<file path="src/sv/stpe_pkg.sv">
package stpe_pkg;

  // Fixed field widths of the channels.
  localparam int IDX_W  = 5;
  localparam int DATA_W = 32;
  localparam int OP_W   = 3;

  // Operation codes.
  localparam logic [OP_W-1:0] OP_WRITE = 3'd0;
  localparam logic [OP_W-1:0] OP_PIVOT = 3'd1;
  localparam logic [OP_W-1:0] OP_READ  = 3'd2;
  localparam logic [OP_W-1:0] OP_OPTIM = 3'd3;
  localparam logic [OP_W-1:0] OP_RATIO = 3'd4;
  localparam logic [OP_W-1:0] OP_FEAS  = 3'd5;

  // Status codes.
  localparam logic [1:0] ST_OK      = 2'd0;
  localparam logic [1:0] ST_BAD_ROW = 2'd1;
  localparam logic [1:0] ST_BAD_COL = 2'd2;
  localparam logic [1:0] ST_ZERO_PV = 2'd3;

  // Verdict codes.
  localparam logic [1:0] VD_NONE       = 2'd0;
  localparam logic [1:0] VD_FOUND      = 2'd1;
  localparam logic [1:0] VD_INFEASIBLE = 2'd2;

  // Configuration register indexes.
  localparam logic REG_VAR_COUNT = 1'b0;
  localparam logic REG_CON_COUNT = 1'b1;

  // Numerator sources for the shared divider.
  typedef enum logic [1:0] {
    NUM_RECIP,
    NUM_ROW,
    NUM_COL,
    NUM_GEN
  } num_sel_t;

  // Commands from the sequencer to the datapath.
  typedef struct packed {
    logic [IDX_W-1:0]  rd_row;
    logic [IDX_W-1:0]  rd_col;
    logic              wr_en;
    logic [IDX_W-1:0]  wr_row;
    logic [IDX_W-1:0]  wr_col;
    logic              wr_from_div;
    logic [DATA_W-1:0] wr_val;
    logic              ld_d;
    logic              ld_s;
    logic              ld_r;
    logic              ld_c;
    logic              mul_sp;
    logic              mul_rc;
    logic              div_start;
    num_sel_t          num_sel;
    logic              ld_best;
  } cmd_t;

  // Status from the datapath to the sequencer.
  typedef struct packed {
    logic signed [DATA_W-1:0] rd_data;
    logic                     div_done;
    logic                     quo_lt_best;
  } sts_t;

endpackage

</file>
<file path="src/sv/stpe_ctrl.sv">
module stpe_ctrl #(
  parameter int MAX_VARS        = 16,
  parameter int MAX_CONSTRAINTS = 16
) (
  input  logic                          clk,
  input  logic                          rst,
  input  logic                          in_valid,
  output logic                          in_ready,
  input  logic [stpe_pkg::OP_W-1:0]     op,
  input  logic [stpe_pkg::IDX_W-1:0]    row_index,
  input  logic [stpe_pkg::IDX_W-1:0]    col_index,
  input  logic signed [31:0]            entry_value,
  output logic                          out_valid,
  input  logic                          out_ready,
  output logic [1:0]                    status,
  output logic [1:0]                    verdict,
  output logic [stpe_pkg::IDX_W-1:0]    chosen_row,
  output logic [stpe_pkg::IDX_W-1:0]    chosen_col,
  output logic signed [31:0]            read_data,
  input  logic                          cfg_we,
  input  logic                          cfg_index,
  input  logic [4:0]                    cfg_data,
  output stpe_pkg::cmd_t                cmd,
  input  stpe_pkg::sts_t                sts
);

  typedef enum logic [4:0] {
    S_IDLE, S_DISPATCH, S_RD_WAIT,
    S_PV_CHK, S_PV_ROW, S_PV_C, S_PV_C2, S_PV_S, S_PV_S2, S_PV_R2,
    S_PV_M, S_PV_GEN, S_PV_RDIV, S_PV_DIV,
    S_OC_RD, S_OC_CHK,
    S_RT_E, S_RT_E2, S_RT_H, S_RT_H2, S_RT_GO, S_RT_DIV,
    S_FS_RD, S_FS_CHK, S_FS_CRD, S_FS_CCHK,
    S_FINISH
  } state_t;

  state_t                          state;
  logic [stpe_pkg::OP_W-1:0]       op_q;
  logic [4:0]                      row_q, col_q, vc, cc, i_q, j_q, nrow;
  logic signed [31:0]              val_q;
  logic                            prow, found;
  logic [1:0]                      res_status, res_verdict;
  logic [4:0]                      res_row, res_col;
  logic signed [31:0]              res_data;
  logic                            rt_next;

  function automatic logic [4:0] clamp_count(input logic [4:0] v, input int hi);
    logic [4:0] r;
    if (v == 5'd0) r = 5'd1;
    else if (int'(v) > hi) r = 5'(hi);
    else r = v;
    return r;
  endfunction

  assign in_ready = (state == S_IDLE);

  // Command decode per sequencer state.
  always_comb begin
    cmd             = '0;
    cmd.rd_row      = row_q;
    cmd.rd_col      = col_q;
    cmd.wr_row      = i_q;
    cmd.wr_col      = j_q;
    cmd.wr_val      = val_q;
    cmd.num_sel     = stpe_pkg::NUM_GEN;
    unique case (state)
      S_DISPATCH: begin
        cmd.wr_row = row_q;
        cmd.wr_col = col_q;
        cmd.wr_en  = (op_q == stpe_pkg::OP_WRITE) && (row_q <= cc) && (col_q <= vc);
      end
      S_PV_CHK:  cmd.ld_d = 1'b1;
      S_PV_C: begin
        cmd.rd_row = i_q;
        cmd.rd_col = col_q;
      end
      S_PV_C2:   cmd.ld_c = 1'b1;
      S_PV_S: begin
        cmd.rd_row    = i_q;
        cmd.rd_col    = j_q;
        cmd.div_start = (j_q == col_q);
        cmd.num_sel   = prow ? stpe_pkg::NUM_RECIP : stpe_pkg::NUM_COL;
      end
      S_PV_S2: begin
        cmd.rd_row = row_q;
        cmd.rd_col = j_q;
        cmd.ld_r   = prow;
        cmd.ld_s   = !prow;
      end
      S_PV_R2: begin
        cmd.ld_r   = 1'b1;
        cmd.mul_sp = 1'b1;
      end
      S_PV_M:    cmd.mul_rc = 1'b1;
      S_PV_GEN: begin
        cmd.div_start = 1'b1;
        cmd.num_sel   = stpe_pkg::NUM_GEN;
      end
      S_PV_RDIV, S_RT_GO: begin
        cmd.div_start = 1'b1;
        cmd.num_sel   = stpe_pkg::NUM_ROW;
      end
      S_PV_DIV: begin
        cmd.wr_en       = sts.div_done;
        cmd.wr_from_div = 1'b1;
      end
      S_OC_RD: begin
        cmd.rd_row = cc;
        cmd.rd_col = j_q;
      end
      S_RT_E: begin
        cmd.rd_row = i_q;
        cmd.rd_col = col_q;
      end
      S_RT_E2:   cmd.ld_d = 1'b1;
      S_RT_H, S_FS_RD: begin
        cmd.rd_row = i_q;
        cmd.rd_col = vc;
      end
      S_RT_H2:   cmd.ld_r = 1'b1;
      S_RT_DIV:  cmd.ld_best = sts.div_done && (!found || sts.quo_lt_best);
      S_FS_CRD: begin
        cmd.rd_row = nrow;
        cmd.rd_col = j_q;
      end
      default: ;
    endcase
  end

  // Ratio test and feasibility search move to the next row or finish.
  assign rt_next = (i_q == cc - 5'd1);

  // Sequencer state, loop counters, configuration and output beat.
  always_ff @(posedge clk) begin
    if (rst) begin
      state     <= S_IDLE;
      vc        <= 5'd2;
      cc        <= 5'd1;
      out_valid <= 1'b0;
    end else begin
      if (cfg_we) begin
        if (cfg_index == stpe_pkg::REG_VAR_COUNT) vc <= clamp_count(cfg_data, MAX_VARS);
        else cc <= clamp_count(cfg_data, MAX_CONSTRAINTS);
      end
      // A taken beat empties the output register unless a new result refills it.
      if (out_valid && out_ready && state != S_FINISH) begin
        out_valid <= 1'b0;
      end
      unique case (state)
        S_IDLE: begin
          if (in_valid) begin
            op_q        <= op;
            row_q       <= row_index;
            col_q       <= col_index;
            val_q       <= entry_value;
            res_status  <= stpe_pkg::ST_OK;
            res_verdict <= stpe_pkg::VD_NONE;
            res_row     <= '0;
            res_col     <= '0;
            res_data    <= '0;
            i_q         <= '0;
            j_q         <= '0;
            found       <= 1'b0;
            prow        <= 1'b0;
            state       <= S_DISPATCH;
          end
        end
        S_DISPATCH: begin
          priority case (op_q)
            stpe_pkg::OP_WRITE, stpe_pkg::OP_READ: begin
              if (row_q > cc) begin
                res_status <= stpe_pkg::ST_BAD_ROW;
                state      <= S_FINISH;
              end else if (col_q > vc) begin
                res_status <= stpe_pkg::ST_BAD_COL;
                state      <= S_FINISH;
              end else if (op_q == stpe_pkg::OP_READ) begin
                state <= S_RD_WAIT;
              end else begin
                state <= S_FINISH;
              end
            end
            stpe_pkg::OP_PIVOT: begin
              if (row_q >= cc) begin
                res_status <= stpe_pkg::ST_BAD_ROW;
                state      <= S_FINISH;
              end else if (col_q >= vc) begin
                res_status <= stpe_pkg::ST_BAD_COL;
                state      <= S_FINISH;
              end else begin
                state <= S_PV_CHK;
              end
            end
            stpe_pkg::OP_OPTIM: state <= S_OC_RD;
            stpe_pkg::OP_RATIO: begin
              if (col_q >= vc) begin
                res_status <= stpe_pkg::ST_BAD_COL;
                state      <= S_FINISH;
              end else begin
                state <= S_RT_E;
              end
            end
            stpe_pkg::OP_FEAS: state <= S_FS_RD;
            default:           state <= S_FINISH;
          endcase
        end
        S_RD_WAIT: begin
          res_data <= sts.rd_data;
          state    <= S_FINISH;
        end
        S_PV_CHK: begin
          if (sts.rd_data == 32'sd0) begin
            res_status <= stpe_pkg::ST_ZERO_PV;
            state      <= S_FINISH;
          end else begin
            state <= S_PV_ROW;
          end
        end
        // Other rows first, the pivot row last so its old values stay readable.
        S_PV_ROW: begin
          if (!prow && i_q == row_q) begin
            i_q <= i_q + 5'd1;
          end else begin
            j_q   <= '0;
            state <= prow ? S_PV_S : S_PV_C;
          end
        end
        S_PV_C:    state <= S_PV_C2;
        S_PV_C2:   state <= S_PV_S;
        S_PV_S:    state <= (j_q == col_q) ? S_PV_DIV : S_PV_S2;
        S_PV_S2:   state <= prow ? S_PV_RDIV : S_PV_R2;
        S_PV_R2:   state <= S_PV_M;
        S_PV_M:    state <= S_PV_GEN;
        S_PV_GEN:  state <= S_PV_DIV;
        S_PV_RDIV: state <= S_PV_DIV;
        S_PV_DIV: begin
          if (sts.div_done) begin
            if (j_q == vc) begin
              if (prow) begin
                state <= S_FINISH;
              end else if (i_q == cc) begin
                prow  <= 1'b1;
                i_q   <= row_q;
                state <= S_PV_ROW;
              end else begin
                i_q   <= i_q + 5'd1;
                state <= S_PV_ROW;
              end
            end else begin
              j_q   <= j_q + 5'd1;
              state <= S_PV_S;
            end
          end
        end
        // Optimality check: last positive objective entry.
        S_OC_RD:   state <= S_OC_CHK;
        S_OC_CHK: begin
          if (sts.rd_data > 32'sd0) begin
            res_verdict <= stpe_pkg::VD_FOUND;
            res_col     <= j_q;
          end
          if (j_q == vc - 5'd1) begin
            state <= S_FINISH;
          end else begin
            j_q   <= j_q + 5'd1;
            state <= S_OC_RD;
          end
        end
        // Ratio test over constraint rows with a positive entry.
        S_RT_E:    state <= S_RT_E2;
        S_RT_E2: begin
          if (sts.rd_data > 32'sd0) begin
            state <= S_RT_H;
          end else if (rt_next) begin
            state <= S_FINISH;
          end else begin
            i_q   <= i_q + 5'd1;
            state <= S_RT_E;
          end
        end
        S_RT_H:    state <= S_RT_H2;
        S_RT_H2:   state <= S_RT_GO;
        S_RT_GO:   state <= S_RT_DIV;
        S_RT_DIV: begin
          if (sts.div_done) begin
            if (!found || sts.quo_lt_best) begin
              found       <= 1'b1;
              res_verdict <= stpe_pkg::VD_FOUND;
              res_row     <= i_q;
            end
            if (rt_next) begin
              state <= S_FINISH;
            end else begin
              i_q   <= i_q + 5'd1;
              state <= S_RT_E;
            end
          end
        end
        // Feasibility search: last negative RHS row, then its last negative entry.
        S_FS_RD:   state <= S_FS_CHK;
        S_FS_CHK: begin
          if (sts.rd_data < 32'sd0) begin
            found <= 1'b1;
            nrow  <= i_q;
          end
          if (rt_next) begin
            if (found || sts.rd_data < 32'sd0) begin
              res_verdict <= stpe_pkg::VD_INFEASIBLE;
              j_q         <= '0;
              state       <= S_FS_CRD;
            end else begin
              state <= S_FINISH;
            end
          end else begin
            i_q   <= i_q + 5'd1;
            state <= S_FS_RD;
          end
        end
        S_FS_CRD:  state <= S_FS_CCHK;
        S_FS_CCHK: begin
          if (sts.rd_data < 32'sd0) begin
            res_verdict <= stpe_pkg::VD_FOUND;
            res_row     <= nrow;
            res_col     <= j_q;
          end
          if (j_q == vc - 5'd1) begin
            state <= S_FINISH;
          end else begin
            j_q   <= j_q + 5'd1;
            state <= S_FS_CRD;
          end
        end
        // Hand the result to the output register once it is free.
        S_FINISH: begin
          if (!out_valid || out_ready) begin
            out_valid  <= 1'b1;
            status     <= res_status;
            verdict    <= res_verdict;
            chosen_row <= res_row;
            chosen_col <= res_col;
            read_data  <= res_data;
            state      <= S_IDLE;
          end
        end
        default: state <= S_IDLE;
      endcase
    end
  end

endmodule

</file>
<file path="config.mk">
export PLATFORM = sky130hd
export DESIGN_NAME = stpe_ctrl
export DESIGN_NICKNAME = d
export VERILOG_FILES = /design/src/sv/stpe_pkg.sv /design/src/sv/stpe_ctrl.sv
export SDC_FILE = /design/constraint.sdc
export NUM_CORES = 1
export LEC_CHECK = 0
export BUFFER_PORTS_ARGS = -buffer_cell sky130_fd_sc_hd__clkbuf_2
export CAP_MARGIN = 10
export CORE_AREA = 3 3 127 129
export DETAILED_ROUTE_END_ITERATION = 10
export DIE_AREA = 0 0 130 132
export PLACE_DENSITY_LB_ADDON = 0.1
export SYNTH_ARGS = -nofsm -noshare
export SYNTH_HDL_FRONTEND = slang
export SYNTH_SLANG_ARGS = --single-unit
export TNS_END_PERCENT = 10
</file>
<file path="constraint.sdc">
create_clock -name clk -period 4.5 [get_ports clk]
set_input_delay 0.675 -clock clk [delete_from_list [all_inputs] [get_ports clk]]
set_output_delay 0.675 -clock clk [all_outputs]
set_load 0.05 [all_outputs]
</file>
; After elaboration in Yosys (flattened, before gate mapping)
; Cells that the tools add are included.
[totals]
memories = 0
wordCells = 238
latchBits = 0
ram_bits = 0
regBits = 170
romBits = 0
[classes]
n_eq_ne = 58
n_bitwise = 2
mux = 94
add_sub_neg = 4
n_shift = 0
mul = 0
reduce_logical = 48
order_cmp = 9
div_mod_pow = 0
[ops]
columns = op, n
row1 = $mux 5, 37
row2 = $pmux 5 s26, 1
row3 = $pmux 32 s2, 1
row4 = $pmux 10 s6, 1
row5 = $eq 5x5->1 const B, 11
row6 = $pmux 5 s5, 2
row7 = $eq 5x4->1 const B, 8
row8 = $ne 2x2->1 const B, 18
row9 = $gt 32x1->1 const B, 1
row10 = $logic_not 32->1, 1
row11 = $lt 32x1->1 const B, 1
row12 = $mux 2, 16
row13 = $mux 32, 1
row14 = $eq 5x5->1, 6
row15 = $pmux 5 s3, 2
row16 = $pmux 5 s6, 1
row17 = $reduce_and 9->1, 3
row18 = $eq 5x3->1 const B, 4
row19 = $mux 1, 18
row20 = $reduce_and 6->1, 3
row21 = $reduce_or 2->1, 8
row22 = $reduce_and 5->1, 3
row23 = $mux 4, 3
row24 = $pmux 2 s3, 2
row25 = other kinds (32), 63

; Logic depth before layout (Yosys ltp)
[logic_depth]
word_depth = 6
ltp_mapped = 9
depth_no_buf = 8

; Worst setup path before layout
; Ideal clock, no wire load.
[synth_timing]
path_type = register to register
startpoint = register state[0]
endpoint = register chosen_col[0] (netlist name) (enable)
slack_ns = 0.708
setup_ns = 0.450
stages_incl_launch_ff = 7
t_required_ns = 4.050
t_arrival_ns = 3.343
cell_sequence = dfxtp_1 > clkbuf_1 > buf_2 > buf_1 > buf_2 > or3_1 > nor2_1
[synth_via]
elab_chain_len = 2
[synth_rtl]
columns = element, line
row1 = from (decl), stpe_ctrl.sv:37  ; state_t state;
row2 = from (signal assigned), stpe_ctrl.sv:225  ; state <= prow ? S_PV_S : S_PV_C;
row3 = from (signal assigned), stpe_ctrl.sv:230  ; S_PV_S: state <= (j_q == col_q) ? S_PV_DIV : S_PV_S2;
row4 = from (signal assigned), stpe_ctrl.sv:231  ; S_PV_S2: state <= prow ? S_PV_RDIV : S_PV_R2;
row5 = $eq 5x5->1, stpe_ctrl.sv:149  ; unique case (state)
row6 = $reduce_and 3->1 (no line), n/a
row7 = to (signal assigned), stpe_ctrl.sv:340  ; chosen_col <= res_col;
row8 = to (decl), stpe_ctrl.sv:18  ; output logic [stpe_pkg::IDX_W-1:0] chosen_col,
; No other way between the ends.
; A chain may end at the register's enable or synchronous reset.

==> metrics.md <==
| Metric | Value |
|---|---|
| Top-count cell post-synth | edfxtp_1 |
| Hold buffer count at CTS | 0 |
| Num CTS Buffers | 17 |
| Maximum fanout along the worst path | 30 |
| Final setup viols | 0 |
| First-pass GRT wire length | 33100 um |
| WS Path Type | reg2out |
| Worst EP required | 3.83 ns |
| Vias in the first global route | 6133 |
| # nets final | 995 |
| Final Power | 5460 uW |
| Syn Inst Count | 700 |
| CTS tree | yes |
| MaxCap Viol Count | 0 |
| Die area | 17200 um^2 |
| Ys Warns | 0 |
| Clock transition at path regs | 0.07 ns |
| Post-cts sizing count | 0 |
| Worst R2R Setup Slack | 1.56 ns |
| Hold Crit Class | in2reg |
| Yosys reg bits | 170 |
| Post-synth top area cell | edfxtp_1 |
| Number of hold violations in the final report | 0 |
| Worst vdd ir | 0.362 mV |
| RSZ-0062 raised after global routing | no |
| Most instantiated cells after synthesis | edfxtp_1, nor2_1, nand2_1 |
| Top cells by area, synth | edfxtp_1, dfxtp_1, and2_1 |
| Status | completed |
| Detailed placer's ending HPWL | 15700 um |
| Die height | 132 um |
| Period utilisation layout | 0.813 |
| Setup TNS | 0 ns |
| DRC viols | 0 |
| LEAKAGE | 0.00388 uW |
| Routed WL | 21200 um |
| Worst Skew | 0.0120 ns |
| CORE AREA | 15100 um^2 |
| Worst Tran Pin Value | 0.980 ns |
| Share of the synthesized area in the top cell type | 0.567 |
| Antenna fix cells | 0 |
| Htree depth | 4 |
| Via-to-Cell Ratio | 5.84 |
| Final Max Slew Viols | 0 |
| Max_slew headroom | 0.346 |
| Post-synth EDFFs | 154 |
| Synth unique cells | 72 |
| Rows | 45 |
| Largest net degree at the start of global routing | 47 |
| Initial DRC Count | 692 |
| Initial antenna violation count | 0 |
| Post-detailed-route count of antenna-violating nets | 0 |
| Asr flop ratio synth | 0 |
| WL/cell | 19.4 um |
| Reg-to-reg startpoint | state[4]$_SDFFE_PP0P_ |
| Hold Path Sink | row_q[2]$_DFFE_PP_ |
| Worst Path Arrival | 2.98 ns |
| I/O pin count | 202 |
| Max Fclk | 273 MHz |
| Worst setup SP type | flip-flop |
| Fin crit period | 3.66 ns |
| Worst-Skew Late Latency | 0.43 ns |
| Biggest regs | read_data x32, res_data x32, val_q x32 |
| Initial core utilization | 0.539 |
| Clock Tree Buf Depth | 2 |
| FF-to-FF End | res_row[4]$_DFFE_PP_ |
| Synth Net Count | 804 |
| RD Place Congestion | 0.955 |
| Sequential fraction of the synthesis area | 0.606 |
| CTS root buf | clkbuf_16 |
| Pwr Density | 553 nW/um^2 |
| Via count | 6375 |
| Share of layout cells above drive strength 1 | 0.294 |
| Hold Crit Depth | 1 |
| Netlist Area Pre-Place | 8160 um^2 |
| Post-CTS Setup Bufs | 0 |
| Area added between synthesis and finish | 21.1% |
| CTS sink cnt | 170 |
| Number of cells on the worst reg-to-reg path | 8 |
| Main synth FF type | edfxtp_1 |
| Hold path start | row_index[2] |
| Synthesized area per cell | 11.7 um^2 |
| Endpoint class of the critical path | primary output |
| Number of detailed-route iterations in the first pass | 7 |
| I/O Buffers | 201 |
| Grt ovf | 0 |
| Total GRT Usage | 0.250 |
| Die Wd | 130 um |
## layout make-up
cell class	count	area, um^2
Timing Repair Buffer	212	1090
Inverter	31	116
Multi-Input combinational cell	459	2930
Clock buffer	18	429
Clock inverter	14	135
Sequential cell	170	4940
Fill cell	1180	5260
Tap cell	188	235
## routing by layer
layer | share of wire | global-route usage
met4 | 0.030 | 0.0906
met5 | 0 | 0
met2 | 0.48 | 0.395
met1 | 0.41 | 0.334
met3 | 0.078 | 0.0644
## critical path: stages (launching register included)
cell and delay (ns):
dfxtp_1 0.97, nand2b_1 0.38, nor3_1 0.59, a222oi_1 0.23, nand2_1 0.11, clkbuf_2 0.28
## logic make-up (layout without fill, tap and decap cells)
kind of cell | Yosys count | in the layout | share of synthesized area
adder cells (fa/ha/maj) | 14 | 14 | 0.0215
XOR/XNOR | 36 | 36 | 0.0396
AND/OR/NAND/NOR | 265 | 265 | 0.170
buffers and inverters | 71 | 275 | 0.0357
AO/OA/AOI/OAI | 134 | 134 | 0.114
multiplexers | 10 | 10 | 0.0135
flip-flops | 170 | 170 | 0.606
## power breakdown
| part | switching (uW) | internal [uW] | leakage, uW |
|---|---|---|---|
| registers | 246 | 2070 | 0.00156 |
| clock network | 648 | 730 | 0.000273 |
| logic | 1240 | 526 | 0.00205 |
| total | 2130 | 3330 | 0.00388 |
## cell usage in the layout (no fill, tap or decap), drive strengths merged, types with 3 or more instances in the layout
cell    Yosys  layout
a222oi      5       5
a311oi      3       3
o21ai      30      30
nand3b      4       4
xnor2      13      13
ha         14      14
nand4       8       8
o221ai      3       3
dfxtp      16      16
a22o        5       5
or4         3       3
and2       34      34
a31oi       6       6
nand2b      7       7
nand3      19      19
nor2b      28      28
a22oi       5       5
or2         9       9
clkbuf     27     219
a21oi      33      33
buf        13      11
nor2       52      52
a221oi      4       4
o31ai       3       3
mux2        8       8
and3        5       5
nor4        9       9
inv        29      35
xor2       23      23
nor3       26      26
o211ai      4       4
a221o       5       5
clkinv      2       8
edfxtp    154     154
a21o        3       3
nand2      50      50
## metrics by stage
stage	hold slack, ns	instances	util	worst slack [ns]	cell area (um^2)
2_1_floorplan	0.400	700	-	0.708	8160
3_3_place_gp	0.401	1060	0.615	1.43	9320
3_5_place_dp	0.405	1060	0.615	1.37	9320
4_1_cts	0.404	1092	0.652	0.908	9880
5_1_grt	0.399	1092	0.652	0.643	9880
6_report	0.413	1092	0.652	0.842	9880
## how the worst max path moves through the flow
stage	slack, ns	to	start
after global routing	0.64	cmd[62]	state[1]$_SDFFE_PP0P_
after CTS	0.91	cmd[62]	state[1]$_SDFFE_PP0P_
final	0.84	cmd[62]	state[1]$_SDFFE_PP0P_
after global placement	1.43	cmd[54]	state[0]$_SDFFE_PP0P_
after detailed placement	1.37	cmd[62]	state[1]$_SDFFE_PP0P_
after floorplan	0.71	chosen_col[0]$_DFFE_PP_	state[0]$_SDFFE_PP0P_
Note: power is estimated with default switching activity, not from simulation.
